`src/sv/windowed_fault_result_filter_unit_defines.svh`:
```
// assertion macros of the windowed fault result filter rtl, used by the back end
`ifndef WINDOWED_FAULT_RESULT_FILTER_UNIT_DEFINES_SVH
`define WINDOWED_FAULT_RESULT_FILTER_UNIT_DEFINES_SVH

// same-cycle implication, sampled on clk_i, off while rst_ni is low
`define WFRF_ASSERT_IMP(lbl, ante, cons) \
  lbl: assert property (@(posedge clk_i) disable iff (!rst_ni) (ante) |-> (cons)) \
    else $error("wfrf check failed: same-cycle implication");

// next-cycle implication, sampled on clk_i, off while rst_ni is low
`define WFRF_ASSERT_NXT(lbl, ante, cons) \
  lbl: assert property (@(posedge clk_i) disable iff (!rst_ni) (ante) |=> (cons)) \
    else $error("wfrf check failed: next-cycle implication");

`endif

```
`src/sv/wfrf_pkg.sv`:
```
// shared types and constants of the windowed fault result filter
`default_nettype none

package wfrf_pkg;

  localparam int unsigned NUM_CHANNELS_DEF = 16;
  localparam int unsigned MAX_WINDOW_DEF   = 128;
  localparam int unsigned DEPTH_DEFAULT    = 20;
  localparam int unsigned PERCENT_FULL     = 100;
  // wide enough for limit * depth over the whole window range
  localparam int unsigned THR_W            = 16;
  localparam int unsigned QDEPTH           = 2;
  localparam int unsigned PADDR_W          = 6;
  localparam int unsigned PDATA_W          = 64;
  localparam int unsigned REG_IDX_W        = 3;

  typedef enum logic [REG_IDX_W-1:0] {
    REG_ENABLE   = 3'd0,
    REG_DEPTH    = 3'd1,
    REG_MODE     = 3'd2,
    REG_LIMIT_LO = 3'd3,
    REG_LIMIT_HI = 3'd4
  } reg_idx_e;

  typedef enum logic [1:0] {
    MODE_NONE = 2'd0,
    MODE_PCT  = 2'd1,
    MODE_SEQ  = 2'd2,
    MODE_OFF  = 2'd3
  } mode_e;

  typedef enum logic [1:0] {
    JOB_RAW  = 2'd0,
    JOB_KEEP = 2'd1,
    JOB_PCT  = 2'd2,
    JOB_SEQ  = 2'd3
  } job_kind_e;

  typedef enum logic [1:0] {
    BK_IDLE  = 2'd0,
    BK_SCAN  = 2'd1,
    BK_JUDGE = 2'd2,
    BK_EMIT  = 2'd3
  } back_state_e;

  typedef struct packed {
    logic [3:0] channel;
    logic       test_failed;
  } in_item_t;

  typedef struct packed {
    logic filtered_failed;
    logic filter_applied;
  } out_item_t;

  typedef struct packed {
    logic         enable;
    logic [31:0]  mode_table;
    logic [127:0] limits;
  } cfg_t;

  typedef struct packed {
    job_kind_e        kind;
    logic [3:0]       channel;
    logic             test_failed;
    logic [THR_W-1:0] thr;
  } job_t;

endpackage

`default_nettype wire

```
`src/sv/wfrf_queue.sv`:
```
// short job queue between the front and back ends
`default_nettype none

module wfrf_queue (
  input  logic           clk_i,
  input  logic           rst_ni,
  input  logic           push_valid_i,
  output logic           push_ready_o,
  input  wfrf_pkg::job_t push_job_i,
  output logic           pop_valid_o,
  input  logic           pop_ready_i,
  output wfrf_pkg::job_t pop_job_o
);
  import wfrf_pkg::*;

  localparam int unsigned PW = (QDEPTH > 1) ? $clog2(QDEPTH) : 1;
  localparam int unsigned CW = $clog2(QDEPTH + 1);

  job_t          mem_q [QDEPTH];
  logic [PW-1:0] wr_ptr_q, wr_ptr_d;
  logic [PW-1:0] rd_ptr_q, rd_ptr_d;
  logic [CW-1:0] count_q, count_d;
  logic          push;
  logic          pop;

  assign push_ready_o = (count_q != CW'(QDEPTH));
  assign pop_valid_o  = (count_q != '0);
  assign push         = push_valid_i && push_ready_o;
  assign pop          = pop_valid_o && pop_ready_i;
  assign pop_job_o    = mem_q[rd_ptr_q];

  always_comb begin
    wr_ptr_d = wr_ptr_q;
    rd_ptr_d = rd_ptr_q;
    count_d  = count_q;
    if (push) begin
      wr_ptr_d = (wr_ptr_q == PW'(QDEPTH - 1)) ? '0 : wr_ptr_q + PW'(1);
    end
    if (pop) begin
      rd_ptr_d = (rd_ptr_q == PW'(QDEPTH - 1)) ? '0 : rd_ptr_q + PW'(1);
    end
    if (push && !pop) begin
      count_d = count_q + CW'(1);
    end else if (pop && !push) begin
      count_d = count_q - CW'(1);
    end
  end

  always_ff @(posedge clk_i or negedge rst_ni) begin
    if (!rst_ni) begin
      wr_ptr_q <= '0;
      rd_ptr_q <= '0;
      count_q  <= '0;
    end else begin
      wr_ptr_q <= wr_ptr_d;
      rd_ptr_q <= rd_ptr_d;
      count_q  <= count_d;
    end
  end

  always_ff @(posedge clk_i) begin
    if (push) begin
      mem_q[wr_ptr_q] <= push_job_i;
    end
  end

endmodule

`default_nettype wire

```
`config.mk`:
```
export PLATFORM = sky130hd
export DESIGN_NAME = wfrf_queue
export DESIGN_NICKNAME = d
export VERILOG_FILES = /design/src/sv/windowed_fault_result_filter_unit_defines.svh /design/src/sv/wfrf_pkg.sv /design/src/sv/wfrf_queue.sv
export SDC_FILE = /design/constraint.sdc
export NUM_CORES = 1
export LEC_CHECK = 0
export ABC_AREA = 1
export BUFFER_PORTS_ARGS = -buffer_cell sky130_fd_sc_hd__buf_2
export CORE_ASPECT_RATIO = 1.1
export CORE_MARGIN = 3
export CORE_UTILIZATION = 55
export CTS_CLUSTER_SIZE = 20
export DETAILED_ROUTE_END_ITERATION = 10
export GPL_ROUTABILITY_DRIVEN = 1
export PLACE_DENSITY_LB_ADDON = 0.08
export SYNTH_ARGS = -nofsm -noshare
export SYNTH_HDL_FRONTEND = slang
export SYNTH_SLANG_ARGS = --single-unit
```
`constraint.sdc`:
```
create_clock -name clk_i -period 3.4 [get_ports clk_i]
set_input_delay 0 -clock clk_i [delete_from_list [all_inputs] [get_ports clk_i]]
set_output_delay 0 -clock clk_i [all_outputs]
set_load 0.05 [all_outputs]
```
==> impl_metrics.tcl <==
set metrics [dict create \
    die-height_um 68.68 \
    setup_tns_ns 0 \
    timing.rr.end "mem_q[0][20]" \
    rsz0062_at_grt "no" \
    globalplace.congestion 0.6611 \
    netlist_area_um2 1964 \
    core_um2 3386 \
    clock_skew_ns 0.005362 \
    r2r_cells 5 \
    end_kind "primary output" \
    dr.pass1.iters 4 \
    ff_latch_area_um2 1481 \
    cp.arrival_ns 1.94 \
    syn_avg_cell_area_um2 13.18 \
    grt-ovfl-total 0 \
    clkSinkCount 50 \
    path_delay_family "flip-flops" \
    drive_gt1_frac 0.3233 \
    dp.cells 245 \
    die_area_um2 4325 \
    final_cells 280 \
    routed_wl_um 3355 \
    fin_area_um2 2589 \
    slew_headroom 0.3552 \
    whs_endpoint "mem_q[1][21]" \
    io_buffers 51 \
    track_usage 0.1766 \
    cts_tree "done" \
    synth-seq-area-share 0.7541 \
    nFillCells 235 \
    grt_pass1_vias 1303 \
    detail_route.iter0.violations 45 \
    r2r-start "count_q[0]" \
    area_growth_syn_to_layout_pct 31.78 \
    cts_setup_buffers 0 \
    io_pins 52 \
    status "finished, final reports clean" \
    syn_nets 177 \
    htreeDepth 2 \
    startpoint_type "register" \
    fin_nets 259 \
    p_leak_uw 0.001141 \
    layout_min_cycle_time_ns 1.944 \
    multi_input_area_um2 397.9 \
    fp.dieW_um 62.98 \
    grt_max_degree 26 \
    cts_made_buffers 5 \
    max_stage_delay_ns 1.00 \
    power_density_nw_per_um2 935.1 \
    r2r_slack_ns 1.68 \
    yosysWarnings 0 \
    maxSlewViolCount 0 \
    worst_path_max_delay_cell "dfrtp_1" \
    wl_per_cell_um 11.98 \
    place_area_um2 2243 \
    setup_viol 0 \
    path_max_fanout 25 \
    grt_pass1_wl_um 5582 \
    cts-root-buf "clkbuf_4" \
    holdPathStages 2 \
    clk_latency_ns 0.36 \
    worst_pin_slew_ns 0.9671 \
    clock_path_buffers 2 \
    cts_hold_buf 27 \
    diodes 0 \
    dp_hpwl_um 2110 \
    fmax_mhz 514.3 \
    cap_violations 0 \
    hold_violations 0 \
    peakVddDrop_mv 0.6095 \
    ys_types 17 \
    num_rows 22 \
    yosys_register_bits 50 \
    cts-resized-gates 0 \
    antenna_found_initial 0 \
    netlist_instances 149 \
    fin_crit_sh 0.5718 \
    holdCritPathClass "primary input to register" \
    detail-route-antenna-nets 0 \
    cp.buffers_inverters 2 \
    crit_chain "inv_8 -> nand2_1 -> nand2_1 -> buf_2" \
    vias_per_cell 4.632 \
    worstHoldStart "push_job_i[21]" \
    cts.clk_slew.worst_paths_ns 0.13 \
    start_util 0.5802 \
    cp.required_ns 3.40 \
    crit_top_cell "nand2_1" \
    drc 0 \
    worstSetupPathType "register to primary output" \
    num_vias 1297 \
]
## routing by layer
layer | GRT usage | vias to the layer above | share of wire
met4 | 0.08815 | 0 | 0.016
met3 | 0.05511 | 7 | 0.054
met1 | 0.1934 | 595 | 0.41
met2 | 0.3162 | 36 | 0.52
met5 | 0 | - | 0
li1 | - | 659 | -
## final cells by class
cell class | count | area share
Sequential cell | 50 | 0.5723
Timing Repair Buffer | 80 | 0.2088
Multi-Input combinational cell | 87 | 0.1537
Tap cell | 48 | 0.02320
Clock buffer | 7 | 0.01740
Inverter | 7 | 0.01305
Clock inverter | 1 | 0.01160
## how the worst max path moves through the flow
| stage | startpoint | endpoint | slack, ns | depth (start not counted) |
|---|---|---|---|---|
| after global placement | count_q[0] | mem_q[0][4] | 1.75 | 5 |
| after detailed placement | count_q[0] | mem_q[0][4] | 1.68 | 5 |
| after global routing | rd_ptr_q | pop_job_o[13] | 1.29 | 4 |
| after floorplan | count_q[0] | mem_q[0][0] | 1.32 | 4 |
| after CTS | rd_ptr_q | pop_job_o[13] | 1.42 | 4 |
| final | rd_ptr_q | pop_job_o[13] | 1.46 | 4 |
## placed cells by master, fill, tap and decap left out, types with 2 or more instances in the layout
| cell type | instances |
|---|---|
| edfxtp_1 | 46 |
| inv_2 | 2 |
| buf_2 | 51 |
| dlygate4sd3_1 | 27 |
| inv_1 | 4 |
| nand3_1 | 2 |
| clkbuf_4 | 5 |
| clkbuf_1 | 2 |
| nor2_2 | 2 |
| nand2_4 | 2 |
| buf_4 | 2 |
| nand2_1 | 69 |
| nand2_2 | 8 |
| dfrtp_1 | 4 |
## metrics by stage
| stage | util | worst slack, ns | hold WS, ns | total power (uW) |
|---|---|---|---|---|
| after floorplan | - | 1.317 | -0.2956 | 1885 |
| after global placement | 0.6626 | 1.754 | -0.1919 | 2074 |
| after detailed placement | 0.6626 | 1.683 | -0.1880 | 2096 |
| after CTS | 0.7646 | 1.417 | 0.3378 | 2439 |
| after global routing | 0.7646 | 1.290 | 0.3481 | 2555 |
| final | 0.7646 | 1.456 | 0.3545 | 2421 |
## Yosys cell counts
cell / instances / area (um2)
nand2_1: 69 / 259.0
edfxtp_1: 46 / 1381
nand2_2: 8 / 50.05
dfrtp_1: 4 / 100.1
inv_1: 4 / 15.01
buf_6: 3 / 33.78
inv_2: 2 / 7.510
nand2_4: 2 / 22.52
nand3_1: 2 / 10.01
nor2_1: 2 / 7.510
buf_4: 1 / 7.510
buf_8: 1 / 15.01
ha_1: 1 / 12.51
inv_8: 1 / 11.26
nand4_1: 1 / 6.260
xnor2_1: 1 / 8.760
xor2_2: 1 / 16.27
## flip-flops by register name, summed over array words and instances, names as in the netlist
register,cells
count_q,2
rd_ptr_q,1
wr_ptr_q,1
mem_q,46
## logic make-up (layout without fill, tap and decap cells)
| family | Yosys count | count (layout) | synth area share |
|---|---|---|---|
| AND/OR/NAND/NOR | 84 | 84 | 0.1809 |
| flip-flops | 50 | 50 | 0.7541 |
| buffers and inverters | 12 | 95 | 0.04586 |
| XOR/XNOR | 2 | 2 | 0.01274 |
| adder cells (fa/ha/maj) | 1 | 1 | 0.006368 |
## power breakdown
group / internal (uW) / switching, uW
registers: 843 / 100
clock network: 156 / 168
logic: 267 / 886
Power figures use the tool's default switching activity.
