===== src/sv/windowed_fault_result_filter_unit_defines.svh =====
// assertion macros of the windowed fault result filter rtl, used by the back end
`ifndef WINDOWED_FAULT_RESULT_FILTER_UNIT_DEFINES_SVH
`define WINDOWED_FAULT_RESULT_FILTER_UNIT_DEFINES_SVH

// same-cycle implication, sampled on clk_i, off while rst_ni is low
`define WFRF_ASSERT_IMP(lbl, ante, cons) \
  lbl: assert property (@(posedge clk_i) disable iff (!rst_ni) (ante) |-> (cons)) \
    else $error("wfrf check failed: same-cycle implication");

// next-cycle implication, sampled on clk_i, off while rst_ni is low
`define WFRF_ASSERT_NXT(lbl, ante, cons) \
  lbl: assert property (@(posedge clk_i) disable iff (!rst_ni) (ante) |=> (cons)) \
    else $error("wfrf check failed: next-cycle implication");

`endif


===== src/sv/wfrf_pkg.sv =====
// shared types and constants of the windowed fault result filter
`default_nettype none

package wfrf_pkg;

  localparam int unsigned NUM_CHANNELS_DEF = 16;
  localparam int unsigned MAX_WINDOW_DEF   = 128;
  localparam int unsigned DEPTH_DEFAULT    = 20;
  localparam int unsigned PERCENT_FULL     = 100;
  // wide enough for limit * depth over the whole window range
  localparam int unsigned THR_W            = 16;
  localparam int unsigned QDEPTH           = 2;
  localparam int unsigned PADDR_W          = 6;
  localparam int unsigned PDATA_W          = 64;
  localparam int unsigned REG_IDX_W        = 3;

  typedef enum logic [REG_IDX_W-1:0] {
    REG_ENABLE   = 3'd0,
    REG_DEPTH    = 3'd1,
    REG_MODE     = 3'd2,
    REG_LIMIT_LO = 3'd3,
    REG_LIMIT_HI = 3'd4
  } reg_idx_e;

  typedef enum logic [1:0] {
    MODE_NONE = 2'd0,
    MODE_PCT  = 2'd1,
    MODE_SEQ  = 2'd2,
    MODE_OFF  = 2'd3
  } mode_e;

  typedef enum logic [1:0] {
    JOB_RAW  = 2'd0,
    JOB_KEEP = 2'd1,
    JOB_PCT  = 2'd2,
    JOB_SEQ  = 2'd3
  } job_kind_e;

  typedef enum logic [1:0] {
    BK_IDLE  = 2'd0,
    BK_SCAN  = 2'd1,
    BK_JUDGE = 2'd2,
    BK_EMIT  = 2'd3
  } back_state_e;

  typedef struct packed {
    logic [3:0] channel;
    logic       test_failed;
  } in_item_t;

  typedef struct packed {
    logic filtered_failed;
    logic filter_applied;
  } out_item_t;

  typedef struct packed {
    logic         enable;
    logic [31:0]  mode_table;
    logic [127:0] limits;
  } cfg_t;

  typedef struct packed {
    job_kind_e        kind;
    logic [3:0]       channel;
    logic             test_failed;
    logic [THR_W-1:0] thr;
  } job_t;

endpackage

`default_nettype wire


===== src/sv/wfrf_back.sv =====
// back end: history store, one-bit-per-cycle window scan and result register
`default_nettype none
`include "windowed_fault_result_filter_unit_defines.svh"

module wfrf_back #(
  parameter int unsigned NUM_CHANNELS = wfrf_pkg::NUM_CHANNELS_DEF,
  parameter int unsigned MAX_WINDOW   = wfrf_pkg::MAX_WINDOW_DEF
) (
  input  logic                            clk_i,
  input  logic                            rst_ni,
  input  logic [$clog2(MAX_WINDOW+1)-1:0] depth_i,
  input  logic                            clr_i,
  input  logic                            q_valid_i,
  output logic                            q_ready_o,
  input  wfrf_pkg::job_t                  q_job_i,
  output logic                            out_valid_o,
  input  logic                            out_ready_i,
  output wfrf_pkg::out_item_t             out_item_o
);
  import wfrf_pkg::*;

  localparam int unsigned DW  = $clog2(MAX_WINDOW + 1);
  localparam int unsigned CIW = $clog2(NUM_CHANNELS);

  logic [MAX_WINDOW-1:0] hist_q [NUM_CHANNELS];
  logic [MAX_WINDOW-1:0] mask;
  logic [MAX_WINDOW-1:0] row_new;
  logic [MAX_WINDOW-1:0] scan_q;
  back_state_e           state_q, state_d;
  job_kind_e             kind_q;
  logic [THR_W-1:0]      thr_q;
  logic [DW-1:0]         cnt_q, fails_q, run_q, best_q;
  logic [DW-1:0]         run_nx;
  logic                  verdict_q, applied_q;
  logic [CIW-1:0]        ch_idx;
  logic                  pop, scan_en, judge_en, emit_load;
  logic                  last_bit, bit_now, judge_fail;
  logic [THR_W-1:0]      pct_prod;
  logic                  out_valid_q;
  out_item_t             out_q;

  // positions at or beyond the depth read as pass
  always_comb begin
    for (int i = 0; i < MAX_WINDOW; i++) begin
      mask[i] = (DW'(i) < depth_i);
    end
  end

  assign ch_idx   = q_job_i.channel[CIW-1:0];
  assign row_new  = {hist_q[ch_idx][MAX_WINDOW-2:0], q_job_i.test_failed} & mask;
  assign bit_now  = scan_q[0];
  assign run_nx   = bit_now ? run_q + DW'(1) : '0;
  assign last_bit = (cnt_q == depth_i - DW'(1));
  assign pct_prod = THR_W'(fails_q) * THR_W'(PERCENT_FULL);
  assign judge_fail = (kind_q == JOB_PCT) ? (pct_prod >= thr_q) : (THR_W'(best_q) >= thr_q);

  // next state
  always_comb begin
    state_d = state_q;
    case (state_q)
      BK_IDLE: begin
        if (q_valid_i) begin
          state_d = (q_job_i.kind == JOB_PCT || q_job_i.kind == JOB_SEQ) ? BK_SCAN : BK_EMIT;
        end
      end
      BK_SCAN: begin
        if (last_bit) begin
          state_d = BK_JUDGE;
        end
      end
      BK_JUDGE: begin
        state_d = BK_EMIT;
      end
      BK_EMIT: begin
        if (!out_valid_q || out_ready_i) begin
          state_d = BK_IDLE;
        end
      end
      default: begin
        state_d = BK_IDLE;
      end
    endcase
  end

  // control outputs
  always_comb begin
    q_ready_o = (state_q == BK_IDLE);
    pop       = q_ready_o && q_valid_i;
    scan_en   = (state_q == BK_SCAN);
    judge_en  = (state_q == BK_JUDGE);
    emit_load = (state_q == BK_EMIT) && (!out_valid_q || out_ready_i);
  end

  always_ff @(posedge clk_i or negedge rst_ni) begin
    if (!rst_ni) begin
      state_q <= BK_IDLE;
    end else begin
      state_q <= state_d;
    end
  end

  always_ff @(posedge clk_i or negedge rst_ni) begin
    if (!rst_ni) begin
      for (int r = 0; r < NUM_CHANNELS; r++) begin
        hist_q[r] <= '0;
      end
    end else if (clr_i) begin
      for (int r = 0; r < NUM_CHANNELS; r++) begin
        hist_q[r] <= hist_q[r] & mask;
      end
    end else if (pop && q_job_i.kind != JOB_RAW) begin
      hist_q[ch_idx] <= row_new;
    end
  end

  always_ff @(posedge clk_i or negedge rst_ni) begin
    if (!rst_ni) begin
      cnt_q   <= '0;
      fails_q <= '0;
      run_q   <= '0;
      best_q  <= '0;
    end else if (pop) begin
      cnt_q   <= '0;
      fails_q <= '0;
      run_q   <= '0;
      best_q  <= '0;
    end else if (scan_en) begin
      cnt_q   <= cnt_q + DW'(1);
      fails_q <= fails_q + DW'(bit_now);
      run_q   <= run_nx;
      if (run_nx > best_q) begin
        best_q <= run_nx;
      end
    end
  end

  always_ff @(posedge clk_i) begin
    if (pop) begin
      scan_q    <= row_new;
      kind_q    <= q_job_i.kind;
      thr_q     <= q_job_i.thr;
      verdict_q <= q_job_i.test_failed;
      applied_q <= 1'b0;
    end else if (scan_en) begin
      scan_q <= scan_q >> 1;
    end else if (judge_en) begin
      verdict_q <= judge_fail;
      applied_q <= 1'b1;
    end
  end

  // result register decouples the scan from the output side
  always_ff @(posedge clk_i or negedge rst_ni) begin
    if (!rst_ni) begin
      out_valid_q <= 1'b0;
    end else if (emit_load) begin
      out_valid_q <= 1'b1;
    end else if (out_ready_i) begin
      out_valid_q <= 1'b0;
    end
  end

  always_ff @(posedge clk_i) begin
    if (emit_load) begin
      out_q.filtered_failed <= verdict_q;
      out_q.filter_applied  <= applied_q;
    end
  end

  assign out_valid_o = out_valid_q;
  assign out_item_o  = out_q;

  `WFRF_ASSERT_IMP(a_scan_in_window, state_q == BK_SCAN, cnt_q < depth_i)
  `WFRF_ASSERT_IMP(a_fails_le_count, state_q == BK_SCAN, fails_q <= cnt_q)
  `WFRF_ASSERT_IMP(a_best_le_fails, state_q == BK_SCAN, best_q <= fails_q)
  `WFRF_ASSERT_NXT(a_emit_fills_output, emit_load, out_valid_q)

endmodule

`default_nettype wire


===== config.mk =====
export PLATFORM = sky130hd
export DESIGN_NAME = wfrf_back
export DESIGN_NICKNAME = d
export VERILOG_FILES = /design/src/sv/wfrf_pkg.sv /design/src/sv/wfrf_back.sv
export VERILOG_INCLUDE_DIRS = /design/src /design/src/sv
export SDC_FILE = /design/constraint.sdc
export NUM_CORES = 2
export LEC_CHECK = 0
export BUFFER_PORTS_ARGS = -buffer_cell sky130_fd_sc_hd__buf_4
export CORE_MARGIN = 2
export CORE_UTILIZATION = 55
export DETAILED_ROUTE_END_ITERATION = 10
export PLACE_DENSITY = 0.68
export SLEW_MARGIN = 0
export SYNTH_ARGS = -nofsm -noshare
export SYNTH_HDL_FRONTEND = slang
export SYNTH_SLANG_ARGS = --single-unit
export TNS_END_PERCENT = 100

===== constraint.sdc =====
create_clock -name clk_i -period 9.55 [get_ports clk_i]
set_input_delay 0.955 -clock clk_i [delete_from_list [all_inputs] [get_ports clk_i]]
set_output_delay 0.955 -clock clk_i [all_outputs]
set_load 0.01 [all_outputs]

==> results.txt <==
The area of the die is 187000 µm². Of all cell types, the one taking the most synthesized area is dfrtp_1. STA puts the critical path data arrival time at 5.92 ns.

The sum of negative setup slack is 0 ns. The weighted congestion reported at the end of routability-driven placement came out at 0.8465. Sequential elements use 55.70% of the synthesized area. The number of antenna violations at the first check in global routing is 18. The sum of internal, switching and leakage power is 21250 µW.

Yosys printed 0 warnings. The global routing usage summed across all routing layers is 37.34%. The wire length of the first global-routing pass came out at 520400 µm. The number of DRC violations after detailed-routing iteration 0 is 11370. The cell leakage power is 0.04573 µW.

The critical path starts at state_q[1]. The critical path goes through inv_1 -> ha_1 -> nand2_4 -> inv_2 -> o21ai_1 -> nor2_1 -> a21oi_4 -> buf_4 -> buf_4 -> o21ai_0 -> o21ai_0. The largest net degree at the start of global routing came out at 194. The clock latency reported for the late side of the worst-skew pair is 0.87 ns. The post-route minimum period is 5.151 ns. In this run the horizontal extent of the chip is 432.4 µm. The relative area change from synthesis to final layout came out at 8.572%. The total of max-cap violations is 0. The startpoint identified for the worst register-to-register timing path is state_q[1]. For met3 alone, demand over resource in global routing was 10.34%. The total number of vias came out at 80280. The met2 routing resource usage after global routing is 55.55%. The total standard cell area after synthesis is 100900 µm².

Among all stages on the critical path, the largest delay is contributed by a21oi_4. The type of the worst min-delay path is input port to asynchronous set/reset pin. For this run, design rule violations remaining after detail routing come to 0. The number of distinct standard cells referenced by the synthesized netlist is 67. Pin placement for this block handled 40 I/O pins. The areal power density over the cells is 193.9 nW/µm². The largest single stage delay on the critical path is 1.03 ns. By area the synthesized netlist is led by dfrtp_1, o21ai_0, mux4_2. In the routed layout, each cell is associated on average with a via count of 7.286. In this run the core area contains 157 standard-cell rows. The most used routing layer is met2.

The count of clock tree sinks came out at 2217. The area fraction of the dominant cell type after synthesis came out at 51.24%. The final max-slew violation count came out at 0.

The height of the die is 432.4 µm. The number of cells on the worst reg-to-reg path is 11. The number of fill cells in the layout is 14480. The share of the clock period used by the worst path after layout came out at 53.94%. For the pin with the worst max-slew slack, the measured transition is 1.391 ns. The cell area after placement came out at 102100 µm². The total length of routed wires is 347000 µm.

Once the floorplan was initialized, standard cells occupied 55.25% of the core. The highest clock rate is 0.1941 GHz. The number of global-route vias before repair came out at 79590.

The run finished with clean final reports. Cells with a size suffix above 1 make up 14.68% of the layout. The number of nets handed over by synthesis was 9038. Buffers added to address setup during post-CTS repair amount to 0. In this run the tool buffered the top-level ports with 39 buffer cells.

The detail route stage leaves a number of antenna-violating nets equal to 0. In the final routed layout, each cell accounts on average for 31.49 µm. For this run, asynchronously set or reset flops after synthesis account for 93.23%. Final hold analysis gives a worst-case slack of 0.04077 ns. Of all nets on the critical path, the largest fanout is 49.

The category of the worst setup path launch point is a register. Setup repair after global routing left no endpoint under its margin. The clock passes through at most 3 buffers.

The number of instances in the synthesized netlist came out at 8931. With fillers left out, the area of the finished cells amounts to 109600 µm². The fraction of met1 tracks used by global routing is 51.10%.

The count of final setup violators came out at 0. The number of enable flip-flop cells after synthesis came out at 149. The layout net count is 8533. The worst slew slack as a fraction of its limit is 7.024%. Counting flops and latches in the post-synthesis netlist gives 2217. The commonest register cell after synthesis is dfrtp_1. The final critical-path setup slack is 4.399 ns. The hold buffer count at CTS came out at 0.

By startpoint and endpoint, the worst setup path is classified as register to register. The post-route clock skew came out at 0.03375 ns. The kind of end point of the critical path is a register.

The buffer cell driving the clock tree root is clkbuf_16. The area inside the core boundary is 182700 µm². The CTS clock-pin slew for the worst setup and hold paths is 0.06 ns.

TritonCTS built the clock tree. The detailed-router iteration count before antenna repair is 9. After clock tree synthesis, the repair step resized 0 gates. The total count of hold-check failures in the final report came to 0. The leftover overflow at the end of global routing came out at 0. The post-placement worst setup slack came out at 4.398 ns.

The maximum VDD drop is 184.4 µV. The estimated wirelength of the detail-placed design is 174500 µm. The H-tree was split into 4 levels.

A synthesized cell averages 11.30 µm². The CTS buffer count came out at 222. STA puts the critical path data required time at 10.32 ns.
[state kept, by name, indices dropped and copies added (netlist names)]
| signal | cells |
|---|---|
| thr_q | 16 |
| hist_q | 2032 |
| cnt_q | 8 |
| state_q | 2 |
| out_valid_o | 1 |
| fails_q | 8 |
| best_q | 8 |
| verdict_q | 1 |
| out_item_o | 2 |
| run_q | 8 |
| applied_q | 1 |
| scan_q | 128 |
| kind_q | 2 |
[worst max-delay path, delay by kind of cell, from the launching register on]
kind                     cells  cell delay [ns]
flip-flops                   1             0.41
AO/OA/AOI/OAI                4             1.93
adder cells (fa/ha/maj)      1             0.27
AND/OR/NAND/NOR              2             0.96
buffers and inverters        4             1.39
[cell usage after synthesis (all sizes together) (12+ instances only)]
master and number:
nand3 22, a21oi 122, clkbuf 676, nand2 294, and2 55, buf 237
nor2b 12, xor2 13, o21ai 4255, edfxtp 149, nand2b 15, nor3 13
xnor2 17, inv 47, dfrtp 2067, nor2 122, ha 68, o21a 16
mux4 635
[worst paths after layout]
check	end	slack, ns
worst max-delay path	hist_q[1085]	4.40
worst min-delay path	hist_q[1866]	0.04
worst max register to register	hist_q[1085]	4.40
worst min register to register	out_item_o[1]	0.43
max in group asynchronous	hist_q[752]	7.01
min in group clk_i	thr_q[7]	0.28
[power breakdown]
group / total, µW / internal (µW) / switching [µW]
Clock: 8980 / 5130 / 3840
Combinational: 2140 / 447 / 1690
Sequential: 10100 / 9970 / 163
[metrics by stage]
step | cells | utilization (%)
2_1_floorplan | 8931 | -
3_5_place_dp | 10590 | 55.89
3_3_place_gp | 10590 | 55.89
5_1_grt | 11010 | 59.98
4_1_cts | 11000 | 59.97
6_report | 11020 | 59.99
[per-layer routing]
metal / up-vias / wire length [µm]
li1: 31980 / -
met1: 41010 / 125500
met2: 5962 / 153100
met3: 1317 / 47890
met4: 8 / 20460
met5: - / 46
[cell type report]
cell class / count / area (µm²) / share of cell area, %
antenna: 14 / 35.03 / 0.03197
clock buffer: 343 / 6605 / 6.027
timing repair buffer: 184 / 1707 / 1.557
tap: 2385 / 2984 / 2.723
clock inverter: 74 / 850.8 / 0.7763
multi-input combinational: 5754 / 41020 / 37.43
sequential: 2217 / 56220 / 51.30
inverter: 47 / 176.4 / 0.1610
[cell usage in the layout (no fill, tap or decap), types with 10 or more instances in the layout]
cell type	count
o21a_1	16
nand3_1	19
mux2i_1	10
nand2_4	17
clkinv_2	40
o21ai_1	199
edfxtp_1	149
clkbuf_16	226
bufinv_16	14
xnor2_1	17
nand2_1	260
xor2_1	13
diode_2	14
clkbuf_1	66
clkbuf_8	51
nor3_1	10
and2_1	11
dfrtp_1	2067
nor2_1	117
buf_12	22
a21o_1	10
a21oi_4	17
o21ai_0	4040
nand2b_1	11
ha_1	68
a21oi_1	101
inv_1	46
nor2b_1	12
mux4_2	635
nand2_2	17
and2_0	44
buf_4	157
o21ai_2	16
[kinds of logic after synthesis]
group / share of synthesized area [%]
buf+inv: 4.002
fa+ha+maj: 0.9024
mux: 14.27
xor+xnor: 0.2603
compound gates: 22.32
simple gates: 2.555
flops: 55.70
No activity file was read; power rests on OpenSTA's default activity.
