--- config.mk ---
export PLATFORM = sky130hd
export DESIGN_NAME = wfrf_front
export DESIGN_NICKNAME = d
export VERILOG_FILES = /design/src/sv/windowed_fault_result_filter_unit_defines.svh /design/src/sv/wfrf_pkg.sv /design/src/sv/wfrf_front.sv
export SDC_FILE = /design/constraint.sdc
export NUM_CORES = 1
export LEC_CHECK = 0
export BUFFER_PORTS_ARGS = -buffer_cell sky130_fd_sc_hd__clkbuf_2
export CAP_MARGIN = 5
export CORE_MARGIN = 3
export CORE_UTILIZATION = 45
export DETAILED_ROUTE_END_ITERATION = 8
export PLACE_DENSITY = 0.85
export SYNTH_ARGS = -nofsm -noshare
export SYNTH_HDL_FRONTEND = slang
export SYNTH_SLANG_ARGS = --single-unit
--- constraint.sdc ---
create_clock -name vclk -period 10.24
set_clock_uncertainty 0.15 [all_clocks]
set_input_delay 1.024 -clock vclk [all_inputs]
set_output_delay 1.024 -clock vclk [all_outputs]
set_load 0.02 [all_outputs]
--- src/sv/windowed_fault_result_filter_unit_defines.svh ---
// assertion macros of the windowed fault result filter rtl, used by the back end
`ifndef WINDOWED_FAULT_RESULT_FILTER_UNIT_DEFINES_SVH
`define WINDOWED_FAULT_RESULT_FILTER_UNIT_DEFINES_SVH

// same-cycle implication, sampled on clk_i, off while rst_ni is low
`define WFRF_ASSERT_IMP(lbl, ante, cons) \
  lbl: assert property (@(posedge clk_i) disable iff (!rst_ni) (ante) |-> (cons)) \
    else $error("wfrf check failed: same-cycle implication");

// next-cycle implication, sampled on clk_i, off while rst_ni is low
`define WFRF_ASSERT_NXT(lbl, ante, cons) \
  lbl: assert property (@(posedge clk_i) disable iff (!rst_ni) (ante) |=> (cons)) \
    else $error("wfrf check failed: next-cycle implication");

`endif

--- src/sv/wfrf_pkg.sv ---
// shared types and constants of the windowed fault result filter
`default_nettype none

package wfrf_pkg;

  localparam int unsigned NUM_CHANNELS_DEF = 16;
  localparam int unsigned MAX_WINDOW_DEF   = 128;
  localparam int unsigned DEPTH_DEFAULT    = 20;
  localparam int unsigned PERCENT_FULL     = 100;
  // wide enough for limit * depth over the whole window range
  localparam int unsigned THR_W            = 16;
  localparam int unsigned QDEPTH           = 2;
  localparam int unsigned PADDR_W          = 6;
  localparam int unsigned PDATA_W          = 64;
  localparam int unsigned REG_IDX_W        = 3;

  typedef enum logic [REG_IDX_W-1:0] {
    REG_ENABLE   = 3'd0,
    REG_DEPTH    = 3'd1,
    REG_MODE     = 3'd2,
    REG_LIMIT_LO = 3'd3,
    REG_LIMIT_HI = 3'd4
  } reg_idx_e;

  typedef enum logic [1:0] {
    MODE_NONE = 2'd0,
    MODE_PCT  = 2'd1,
    MODE_SEQ  = 2'd2,
    MODE_OFF  = 2'd3
  } mode_e;

  typedef enum logic [1:0] {
    JOB_RAW  = 2'd0,
    JOB_KEEP = 2'd1,
    JOB_PCT  = 2'd2,
    JOB_SEQ  = 2'd3
  } job_kind_e;

  typedef enum logic [1:0] {
    BK_IDLE  = 2'd0,
    BK_SCAN  = 2'd1,
    BK_JUDGE = 2'd2,
    BK_EMIT  = 2'd3
  } back_state_e;

  typedef struct packed {
    logic [3:0] channel;
    logic       test_failed;
  } in_item_t;

  typedef struct packed {
    logic filtered_failed;
    logic filter_applied;
  } out_item_t;

  typedef struct packed {
    logic         enable;
    logic [31:0]  mode_table;
    logic [127:0] limits;
  } cfg_t;

  typedef struct packed {
    job_kind_e        kind;
    logic [3:0]       channel;
    logic             test_failed;
    logic [THR_W-1:0] thr;
  } job_t;

endpackage

`default_nettype wire

--- src/sv/wfrf_front.sv ---
// front end: classifies each item into a job and precomputes its threshold
`default_nettype none

module wfrf_front #(
  parameter int unsigned NUM_CHANNELS = wfrf_pkg::NUM_CHANNELS_DEF,
  parameter int unsigned MAX_WINDOW   = wfrf_pkg::MAX_WINDOW_DEF
) (
  input  logic                              in_valid_i,
  output logic                              in_ready_o,
  input  wfrf_pkg::in_item_t                in_item_i,
  input  wfrf_pkg::cfg_t                    cfg_i,
  input  logic [$clog2(MAX_WINDOW+1)-1:0]   depth_i,
  output logic                              push_valid_o,
  input  logic                              push_ready_i,
  output wfrf_pkg::job_t                    push_job_o
);
  import wfrf_pkg::*;

  logic       ch_ok;
  logic [1:0] mode;
  logic [7:0] limit;
  logic       pct_ok;
  logic       seq_ok;

  assign in_ready_o   = push_ready_i;
  assign push_valid_o = in_valid_i;

  assign ch_ok = ({1'b0, in_item_i.channel} < 5'(NUM_CHANNELS));
  assign mode  = cfg_i.mode_table[{in_item_i.channel, 1'b0} +: 2];
  assign limit = cfg_i.limits[{in_item_i.channel, 3'b000} +: 8];

  assign pct_ok = (mode == MODE_PCT) && (limit != 8'd0) &&
                  (limit <= 8'(PERCENT_FULL));
  assign seq_ok = (mode == MODE_SEQ) && (limit != 8'd0);

  always_comb begin
    push_job_o.channel     = in_item_i.channel;
    push_job_o.test_failed = in_item_i.test_failed;
    push_job_o.thr         = '0;
    if (!(cfg_i.enable && ch_ok)) begin
      push_job_o.kind = JOB_RAW;
    end else if (pct_ok) begin
      // floor(fails*100/d) >= limit is fails*100 >= limit*d
      push_job_o.kind = JOB_PCT;
      push_job_o.thr  = THR_W'(limit) * THR_W'(depth_i);
    end else if (seq_ok) begin
      // sequence limit clamped to the window
      push_job_o.kind = JOB_SEQ;
      push_job_o.thr  = (THR_W'(limit) > THR_W'(depth_i)) ? THR_W'(depth_i) : THR_W'(limit);
    end else begin
      push_job_o.kind = JOB_KEEP;
    end
  end

endmodule

`default_nettype wire

==> results of run 1 <==
==> logic make-up (layout without fill, tap and decap cells) <==
| group | count (synthesis) | count (layout) |
|---|---|---|
| AND/OR/NAND/NOR | 115 | 115 |
| buffers and inverters | 92 | 268 |
| adder cells (fa/ha/maj) | 88 | 88 |
| AO/OA/AOI/OAI | 65 | 65 |
| multiplexers | 56 | 56 |
| XOR/XNOR | 7 | 7 |
==> critical path, cell delays in order <==
cell      delay (ns)
clkbuf_2        0.47
buf_4           0.43
mux4_1          0.60
a22o_1          0.25
a221oi_2        0.46
inv_2           0.15
ha_1            0.24
fa_1            0.45
ha_1            0.28
inv_1           0.05
fa_1            0.50
fa_1            0.55
inv_1           0.04
ha_1            0.32
nand2_1         0.07
o21ai_0         0.30
o21ai_0         0.18
a211oi_1        0.41
a21boi_0        0.19
xor2_1          0.18
nor2_2          0.08
clkbuf_2        0.17
==> final cells by class <==
class / count / area (um^2)
Timing Repair Buffer: 196 / 983.4
Inverter: 72 / 270.3
Multi-Input combinational cell: 331 / 3657
Tap cell: 108 / 135.1
Fill cell: 804 / 3717
==> cells in the mapped netlist (2+ instances only) <==
cell type	n
mux2i_1	13
mux4_1	12
inv_1	67
a22o_1	2
a21boi_0	2
xor2_1	5
inv_2	4
nand2b_1	6
or2_2	2
buf_4	7
a2111oi_0	2
o22ai_1	6
buf_12	2
nand2_2	3
xnor2_1	2
o22ai_2	4
mux4_2	28
nor2_4	3
mux2_2	3
nor3b_1	2
buf_2	2
ha_1	52
and3_1	2
a21oi_1	19
nor3_1	15
nor2_1	33
buf_1	2
a21oi_2	3
nor2b_1	9
a22oi_2	5
a221oi_2	2
and2_1	8
fa_1	36
buf_6	2
nand2_1	21
o21ai_0	7
clkbuf_1	4
nand3_1	2
nand4_1	2
==> stage by stage <==
step / instance area (um^2) / hold slack [ns] / utilization [%] / setup WS [ns]
after detailed placement: 5046 / 1.898 / 57.58 / 1.680
after CTS: 5046 / 1.898 / 57.58 / 1.673
final: 5046 / 1.898 / 57.58 / 1.642
after global routing: 5046 / 1.898 / 57.58 / 1.286
after floorplan: 4090 / 2.011 / - / 3.029
after global placement: 5046 / 1.898 / 57.58 / 1.878
==> routing by layer <==
layer	global-route usage [%]	vias to the layer above
met4	5.828	0
met1	30.33	1895
met3	3.650	36
met2	47.38	181
met5	0	-
li1	-	1866
==> power groups by stage <==
stage / registers [mW] / clock network, mW / logic (mW)
after detailed placement: 0 / 0 / 0.707
after CTS: 0 / 0 / 0.712
after global placement: 0 / 0 / 0.677
after floorplan: 0 / 0 / 0.550
final: 0 / 0 / 0.708
after global routing: 0 / 0 / 0.805
==> worst paths after layout <==
path	from	to	slack, ns	cells past startpoint
worst min-delay path	in_item_i[0]	push_job_o[16]	1.90	0
worst max-delay path	in_item_i[1]	push_job_o[14]	1.64	22
==> flow_summary_export.csv, run 1 <==
group,metric,value,unit
outcome,status,"completed",
critical_path,critical_path_class,"in -> out",
global_routing,antenna_found_initial,0,
timing,period_share,83.97,%
final_layout,layout_commonest_cell,"clkbuf_2",
detailed_routing,drt_pass1_iterations,4,
synth,synth_xor_area_share,1.499,%
power_and_ir_drop,seqPwrFrac,0,%
synth,synthTopCellsByArea,"fa_1 18%, ha_1 16%, mux4_2 15%",
placed_design,dpl.hpwl,11410,um
detailed_routing,wl_per_cell,17.99,um
floorplan,die-width,101.3,um
clock_tree,postCtsSetupBuffers,0,
critical_path,start_kind,"input pin",
final_layout,nClkBuffers,0,
critical_path,cp.required,9.07,ns
synth,yosysSeqAreaShare,0,%
synth,synthMuxAreaShare,27.13,%
detailed_routing,wl_met1,4891,um
flow_run,maxCapViolCount,0,
timing,setup_viol,0,
floorplan,ioPinCount,201,
global_routing,grt_pass1_wl,20650,um
global_routing,grt-ovfl-total,0,
final_layout,drive_above_1_share,43.57,%
power_and_ir_drop,power_switching,404.2,uW
synth,synth_compound_area_share,12.45,%
critical_path,worstPathArrival,7.42,ns
detailed_routing,vias,3978,
detailed_routing,dr_wl_met2,6646,um
power_and_ir_drop,p_clk_share,0,%
detailed_routing,drt_iter0_drc,154,
power_and_ir_drop,p_leak,2.648,nW
final_layout,seq_cell_count,0,
placed_design,port_buffers,195,
synth,synth_top_family_by_area,"adder cells",
global_routing,grt_max_degree,41,
timing,hold_violations,0,
timing,tightest_slew,1.008,ns
detailed_routing,drtAntennaViolNets,0,
synth,synthSimpleGateAreaFrac,14.81,%
detailed_routing,route.detailed.drc,0,
final_layout,syn2layout_area_growth,23.37,%
floorplan,die_area,10270,um^2
critical_path,end_kind,"output port",
detailed_routing,dr.max_layer_used,"met4",
detailed_routing,vias_per_cell,5.627,
placed_design,place.gp.congestion,0.9597,
synth,syn_inst,423,
synth,synth_top_cell_area_share,17.62,%
power_and_ir_drop,vdd_ir_drop_max,0.00009094,V
detailed_routing,routed_wl,12720,um
final_layout,final_net_count,865,
timing,period_needed,8.598,ns
final_layout,regArea,0,um^2
power_and_ir_drop,powerDensity,140.3,nW/um^2
synth,synth_area_leader_cell,"fa_1",
timing,slew_headroom,32.78,%
power_and_ir_drop,p_int,303.8,uW
final_layout,antenna_cells,0,
global_routing,grt_pass1_vias,4356,
synth,syn_avg_cell_area,9.669,um^2
timing,tns,0,ns
timing,grt_setup_unrepaired,"false",
floorplan,floorplan.initialDensity,46.67,%
clock_tree,cts-hold-fix-buffers,0,
timing,slew_violations,0,
detailed_routing,wl_met3,834,um
global_routing,grt_usage,25.26,%
synth,yosys_warnings,0,
synth,synth_fa_ha_area_share,33.53,%
final_layout,final_cell_mix,"195 x clkbuf_2, 67 x inv_1, 52 x ha_1, 36 x fa_1, 33 x nor2_1",
power_and_ir_drop,swShare,57.09,%
placed_design,dp.cells,707,
hold_path,hp-class,"in -> out",
power_and_ir_drop,power.total,707.9,uW
floorplan,core,8763,um^2
critical_path,crit_fanout,21,
synth,syn_nets,687,
timing,fmax,0.1163,GHz
floorplan,rows,34,
final_layout,fin_cells,707,
clock_tree,post_cts_resized,0,
synth,ys_types,61,
synth,synth.cell_area,4090,um^2
power_and_ir_drop,power_frac_comb,100.0,%
floorplan,die_h,101.3,um
(Power assumes the default switching activity.)
==> run 2, diff against run 1 <==
--- a/config.mk
+++ b/config.mk
@@ -5,12 +5,13 @@
 export SDC_FILE = /design/constraint.sdc
 export NUM_CORES = 1
 export LEC_CHECK = 0
+export ABC_AREA = 1
 export BUFFER_PORTS_ARGS = -buffer_cell sky130_fd_sc_hd__clkbuf_2
 export CAP_MARGIN = 5
 export CORE_MARGIN = 3
 export CORE_UTILIZATION = 45
 export DETAILED_ROUTE_END_ITERATION = 8
-export PLACE_DENSITY = 0.85
+export PLACE_DENSITY = 0.83
 export SYNTH_ARGS = -nofsm -noshare
 export SYNTH_HDL_FRONTEND = slang
 export SYNTH_SLANG_ARGS = --single-unit
==> constraint.sdc (replaced) <==
create_clock -name vclk -period 8.9
set_clock_uncertainty 0.15 [all_clocks]
set_input_delay 0.89 -clock vclk [all_inputs]
set_output_delay 0.89 -clock vclk [all_outputs]
set_load 0.02 [all_outputs]
==> flow_summary_export.csv, run 2 <==
group,metric,value,unit
critical_path,crit_fanout,41,
power_and_ir_drop,powerDensity,131.0,nW/um^2
final_layout,final_cell_mix,"245 x nand2_1, 195 x clkbuf_2, 136 x inv_1, 91 x nand3_1, 89 x nor2_1",
floorplan,die_area,11320,um^2
critical_path,worstPathArrival,6.36,ns
hold_path,hp-class,"in -> out",
floorplan,die_h,106.4,um
synth,synth_commonest_cells,"245 x nand2_1, 136 x inv_1, 91 x nand3_1, 89 x nor2_1, 52 x ha_1",
final_layout,layout_commonest_cell,"nand2_1",
power_and_ir_drop,p_clk_share,0,%
synth,synth_area_leader_cell,"nand2_1",
detailed_routing,vias_per_cell,4.900,
power_and_ir_drop,swShare,61.29,%
global_routing,antenna_found_initial,0,
detailed_routing,route.detailed.drc,0,
timing,fmax,0.1352,GHz
final_layout,final_net_count,1228,
floorplan,core,9774,um^2
final_layout,nClkBuffers,0,
clock_tree,cts-hold-fix-buffers,0,
floorplan,die-width,106.4,um
floorplan,floorplan.initialDensity,46.40,%
power_and_ir_drop,p_int,275.4,uW
floorplan,rows,36,
flow_run,maxCapViolCount,0,
power_and_ir_drop,power_switching,436.2,uW
placed_design,dp.cells,1095,
detailed_routing,drt_pass1_iterations,5,
placed_design,port_buffers,195,
placed_design,place.gp.congestion,0.9427,
synth,syn_nets,1066,
detailed_routing,wl_per_cell,12.71,um
timing,grt_setup_unrepaired,"false",
timing,tns,0,ns
critical_path,start_kind,"input pin",
global_routing,grt_usage,24.21,%
power_and_ir_drop,vdd_ir_drop_max,0.0001131,V
final_layout,seq_cell_count,0,
placed_design,dpl.hpwl,11450,um
final_layout,drive_above_1_share,23.08,%
synth,syn_inst,802,
final_layout,multi_input_area,3709,um^2
timing,tightest_slew,0.9019,ns
power_and_ir_drop,seqPwrFrac,0,%
power_and_ir_drop,power_frac_comb,100.0,%
synth,synth.cell_area,4536,um^2
timing,period_needed,7.398,ns
synth,synthMostInstantiatedCell,"nand2_1",
detailed_routing,drtAntennaViolNets,0,
final_layout,syn2layout_area_growth,19.78,%
power_and_ir_drop,power.total,711.6,uW
timing,hold_violations,0,
outcome,status,"completed",
floorplan,ioPinCount,201,
final_layout,fin_cells,1095,
timing,holdWs,1.630,ns
global_routing,grt_pass1_wl,23270,um
global_routing,grt_max_degree,84,
timing,slew_headroom,39.47,%
critical_path,critical_path_class,"in -> out",
synth,yosys_warnings,0,
timing,slew_violations,0,
detailed_routing,routed_wl,13910,um
critical_path,cp.required,7.86,ns
final_layout,regArea,0,um^2
power_and_ir_drop,p_leak,3.479,nW
synth,synth_top_cell_area_share,20.28,%
global_routing,grt-ovfl-total,0,
clock_tree,post_cts_resized,0,
global_routing,grt_pass1_vias,5130,
detailed_routing,vias,5366,
synth,synthTopCellsByArea,"nand2_1 20%, fa_1 16%, ha_1 14%",
detailed_routing,drt_iter0_drc,285,
synth,yosysSeqAreaShare,0,%
final_layout,final_util,55.58,%
synth,ys_types,33,
clock_tree,postCtsSetupBuffers,0,
critical_path,end_kind,"output port",
timing,period_share,83.13,%
timing,setup_viol,0,
synth,syn_avg_cell_area,5.655,um^2
final_layout,fill_cells,1034,
final_layout,antenna_cells,0,
## run 2: area by class of cell
cell class / instances / area share [%]
inverters: 149 / 10.29
well taps: 133 / 3.063
repair buffers: 198 / 18.38
multi-input cells: 615 / 68.26
## run 2: critical path: stages
cell and delay [ns]:
clkbuf_2 0.08, buf_4 0.24, inv_2 0.56, nor2_1 0.10, o21ai_1 0.11, nand3_1 0.09
nand3_1 0.11, nand2_2 0.13, inv_1 0.21, nor2_1 0.10, fa_1 0.52, fa_1 0.52
fa_1 0.54, inv_1 0.05, fa_1 0.52, inv_1 0.04, ha_1 0.35, nand2_1 0.09
o21ai_0 0.18, a21oi_1 0.11, o31ai_1 0.36, nor2_1 0.07, nor3_1 0.18, clkbuf_2 0.19
## run 2: path summary, 6_finish.rpt
path	from	to	slack (ns)	cells after the start
worst min-delay path	push_ready_i	in_ready_o	1.63	0
worst max-delay path	in_item_i[2]	push_job_o[14]	1.50	24
## run 2: metal layers
metal / share of wire, % / GRT usage (%) / up-vias
met4: 2.4 / 5.088 / 0
li1: - / - / 2776
met5: 0 / 0 / -
met1: 42 / 31.19 / 2371
met2: 49 / 43.12 / 193
met3: 7.0 / 3.097 / 26
## run 2: power by group through the flow
stage	Combinational [mW]	Clock [mW]	Sequential (mW)
floorplan	0.543	0	0
global placement	0.695	0	0
detailed placement	0.706	0	0
CTS	0.713	0	0
global route	0.825	0	0
finish	0.712	0	0
## run 2: stage by stage
stage | cell area (um^2) | worst slack, ns
2_1_floorplan | 4536 | 2.426
3_3_place_gp | 5433 | 1.660
3_5_place_dp | 5433 | 1.577
4_1_cts | 5433 | 1.561
5_1_grt | 5433 | 1.065
6_report | 5433 | 1.502
## run 2: cells by family after synthesis
group / count (synthesis) / synth area share, %
AOI/OAI and AO/OA: 69 / 8.469
adders and majority gates: 88 / 30.23
xor gates and xnor gates: 10 / 1.931
and+or+nand+nor: 448 / 41.13
buffers and inverters: 187 / 18.23
==> run 3, diff against run 2 <==
==> constraint.sdc (replaced) <==
create_clock -name vclk -period 7.1
set_clock_uncertainty 0.15 [all_clocks]
set_input_delay 0.71 -clock vclk [all_inputs]
set_output_delay 0.71 -clock vclk [all_outputs]
set_load 0.02 [all_outputs]
==> flow_summary_export.csv, run 3 (synthesis results as in run 2) <==
group,metric,value,unit
timing,tightest_slew,0.8614,ns
critical_path,cp.required,6.24,ns
detailed_routing,drt_pass1_iterations,5,
floorplan,floorplan.initialDensity,46.40,%
power_and_ir_drop,powerDensity,165.7,nW/um^2
global_routing,busiest_layer,"met2",
final_layout,syn2layout_area_growth,20.77,%
timing,tns,0,ns
global_routing,grt_usage,24.43,%
global_routing,grt-ovfl-total,0,
flow_run,maxCapViolCount,0,
detailed_routing,vias_per_cell,4.967,
final_layout,final_net_count,1232,
placed_design,post_dp_cell_area,5475,um^2
hold_path,worstHoldPathCells,0,
outcome,status,"completed",
critical_path,start_kind,"input pin",
timing,grt_setup_unrepaired,"false",
hold_path,hp-class,"in -> out",
floorplan,rows,36,
final_layout,fin_area,5478,um^2
global_routing,grt_pass1_vias,5192,
clock_tree,post_cts_resized,0,
global_routing,grt_pass1_wl,23520,um
critical_path,worstPathArrival,5.84,ns
final_layout,layout_commonest_cell,"nand2_1",
timing,period_share,94.36,%
detailed_routing,route.detailed.drc,0,
global_routing,antenna_found_initial,0,
timing,slew_violations,0,
floorplan,die_area,11320,um^2
timing,hold_violations,0,
detailed_routing,drtAntennaViolNets,0,
timing,slew_headroom,42.19,%
detailed_routing,vias,5459,
detailed_routing,routed_wl,14150,um
timing,fmax,0.1493,GHz
floorplan,die_h,106.4,um
critical_path,critical_path_class,"in -> out",
global_routing,grt_use_met1,32.00,%
detailed_routing,wl_per_cell,12.87,um
final_layout,seq_cell_count,0,
placed_design,place.gp.congestion,0.9200,
critical_path,end_kind,"output port",
final_layout,final_cell_mix,"245 x nand2_1, 195 x clkbuf_2, 136 x inv_1, 91 x nand3_1, 89 x nor2_1",
global_routing,grtUsageMet2,44.57,%
clock_tree,postCtsSetupBuffers,0,
hold_path,holdCritStartpoint,"push_ready_i",
final_layout,final_util,56.04,%
final_layout,fill_cells,1027,
power_and_ir_drop,p_leak,3.503,nW
final_layout,antenna_cells,0,
timing,period_needed,6.699,ns
clock_tree,cts-hold-fix-buffers,0,
hold_path,whs_endpoint,"in_ready_o",
critical_path,crit_fanout,43,
floorplan,ioPinCount,201,
placed_design,port_buffers,195,
global_routing,gr-usage-met3,1.457,%
floorplan,die-width,106.4,um
global_routing,grt_max_degree,79,
final_layout,nClkBuffers,0,
detailed_routing,drt_iter0_drc,315,
final_layout,drive_above_1_share,23.40,%
power_and_ir_drop,vdd_ir_drop_max,0.0001741,V
floorplan,core,9774,um^2
timing,setup_viol,0,
placed_design,dpl.hpwl,11760,um
final_layout,regArea,0,um^2
-- run 3: cell types whose count changed in the layout (fill, tap and decap cells not counted), sizes merged --
cell	delta
buf	+4
-- run 3: how the worst max path moves through the flow --
stage	start	to	cells past startpoint
2_1_floorplan	in_item_i[1]	push_job_o[13]	21
3_3_place_gp	in_item_i[2]	push_job_o[13]	23
3_5_place_dp	in_item_i[2]	push_job_o[13]	23
4_1_cts	in_item_i[2]	push_job_o[13]	23
5_1_grt	in_item_i[1]	push_job_o[15]	24
6_report	in_item_i[1]	push_job_o[13]	23
-- run 3: layout make-up --
| cell class | count | area [um^2] | share of cell area [%] |
|---|---|---|---|
| inverter | 149 | 561.8 | 10.26 |
| multi-input combinational | 615 | 3709 | 67.70 |
| tap | 133 | 166.4 | 3.038 |
| timing repair buffer | 202 | 1041 | 19.00 |
-- run 3: routing by layer --
| layer | vias to the layer above | part of all wire, % |
|---|---|---|
| met5 | - | 0 |
| met4 | 0 | 2.1 |
| met3 | 21 | 7.1 |
| met2 | 209 | 50 |
| met1 | 2448 | 40 |
| li1 | 2781 | - |
-- run 3: where the power goes --
group          switching (mW)  internal [mW]  leakage [nW]
Clock                       0              0             0
Sequential                  0              0             0
Combinational           0.557          0.350          3.50
Total                   0.557          0.350          3.50
-- run 3: critical path: stages --
cell and delay [ns]:
clkbuf_2 0.10, buf_4 0.25, or2_2 0.33, nand3_1 0.07, nand3_1 0.08, nand3_1 0.11
nand2_2 0.12, inv_1 0.21, nor2_1 0.10, fa_1 0.51, fa_1 0.52, fa_1 0.54
inv_1 0.05, fa_1 0.53, inv_1 0.04, ha_1 0.36, a21oi_1 0.15, o21ai_0 0.08
a21oi_1 0.29, o21ai_0 0.16, xor2_1 0.16, nor3_1 0.17, clkbuf_2 0.19
-- run 3: stage by stage --
stage | setup slack (ns) | instances | power, mW | hold WS [ns]
finish | 0.4005 | 1099 | 0.9077 | 1.270
global route | 0.006351 | 1099 | 1.037 | 1.270
CTS | 0.4129 | 1099 | 0.9057 | 1.270
detailed placement | 0.4187 | 1099 | 0.8991 | 1.270
global placement | 0.5443 | 1099 | 0.8720 | 1.270
floorplan | 0.9856 | 802 | 0.6807 | 1.383
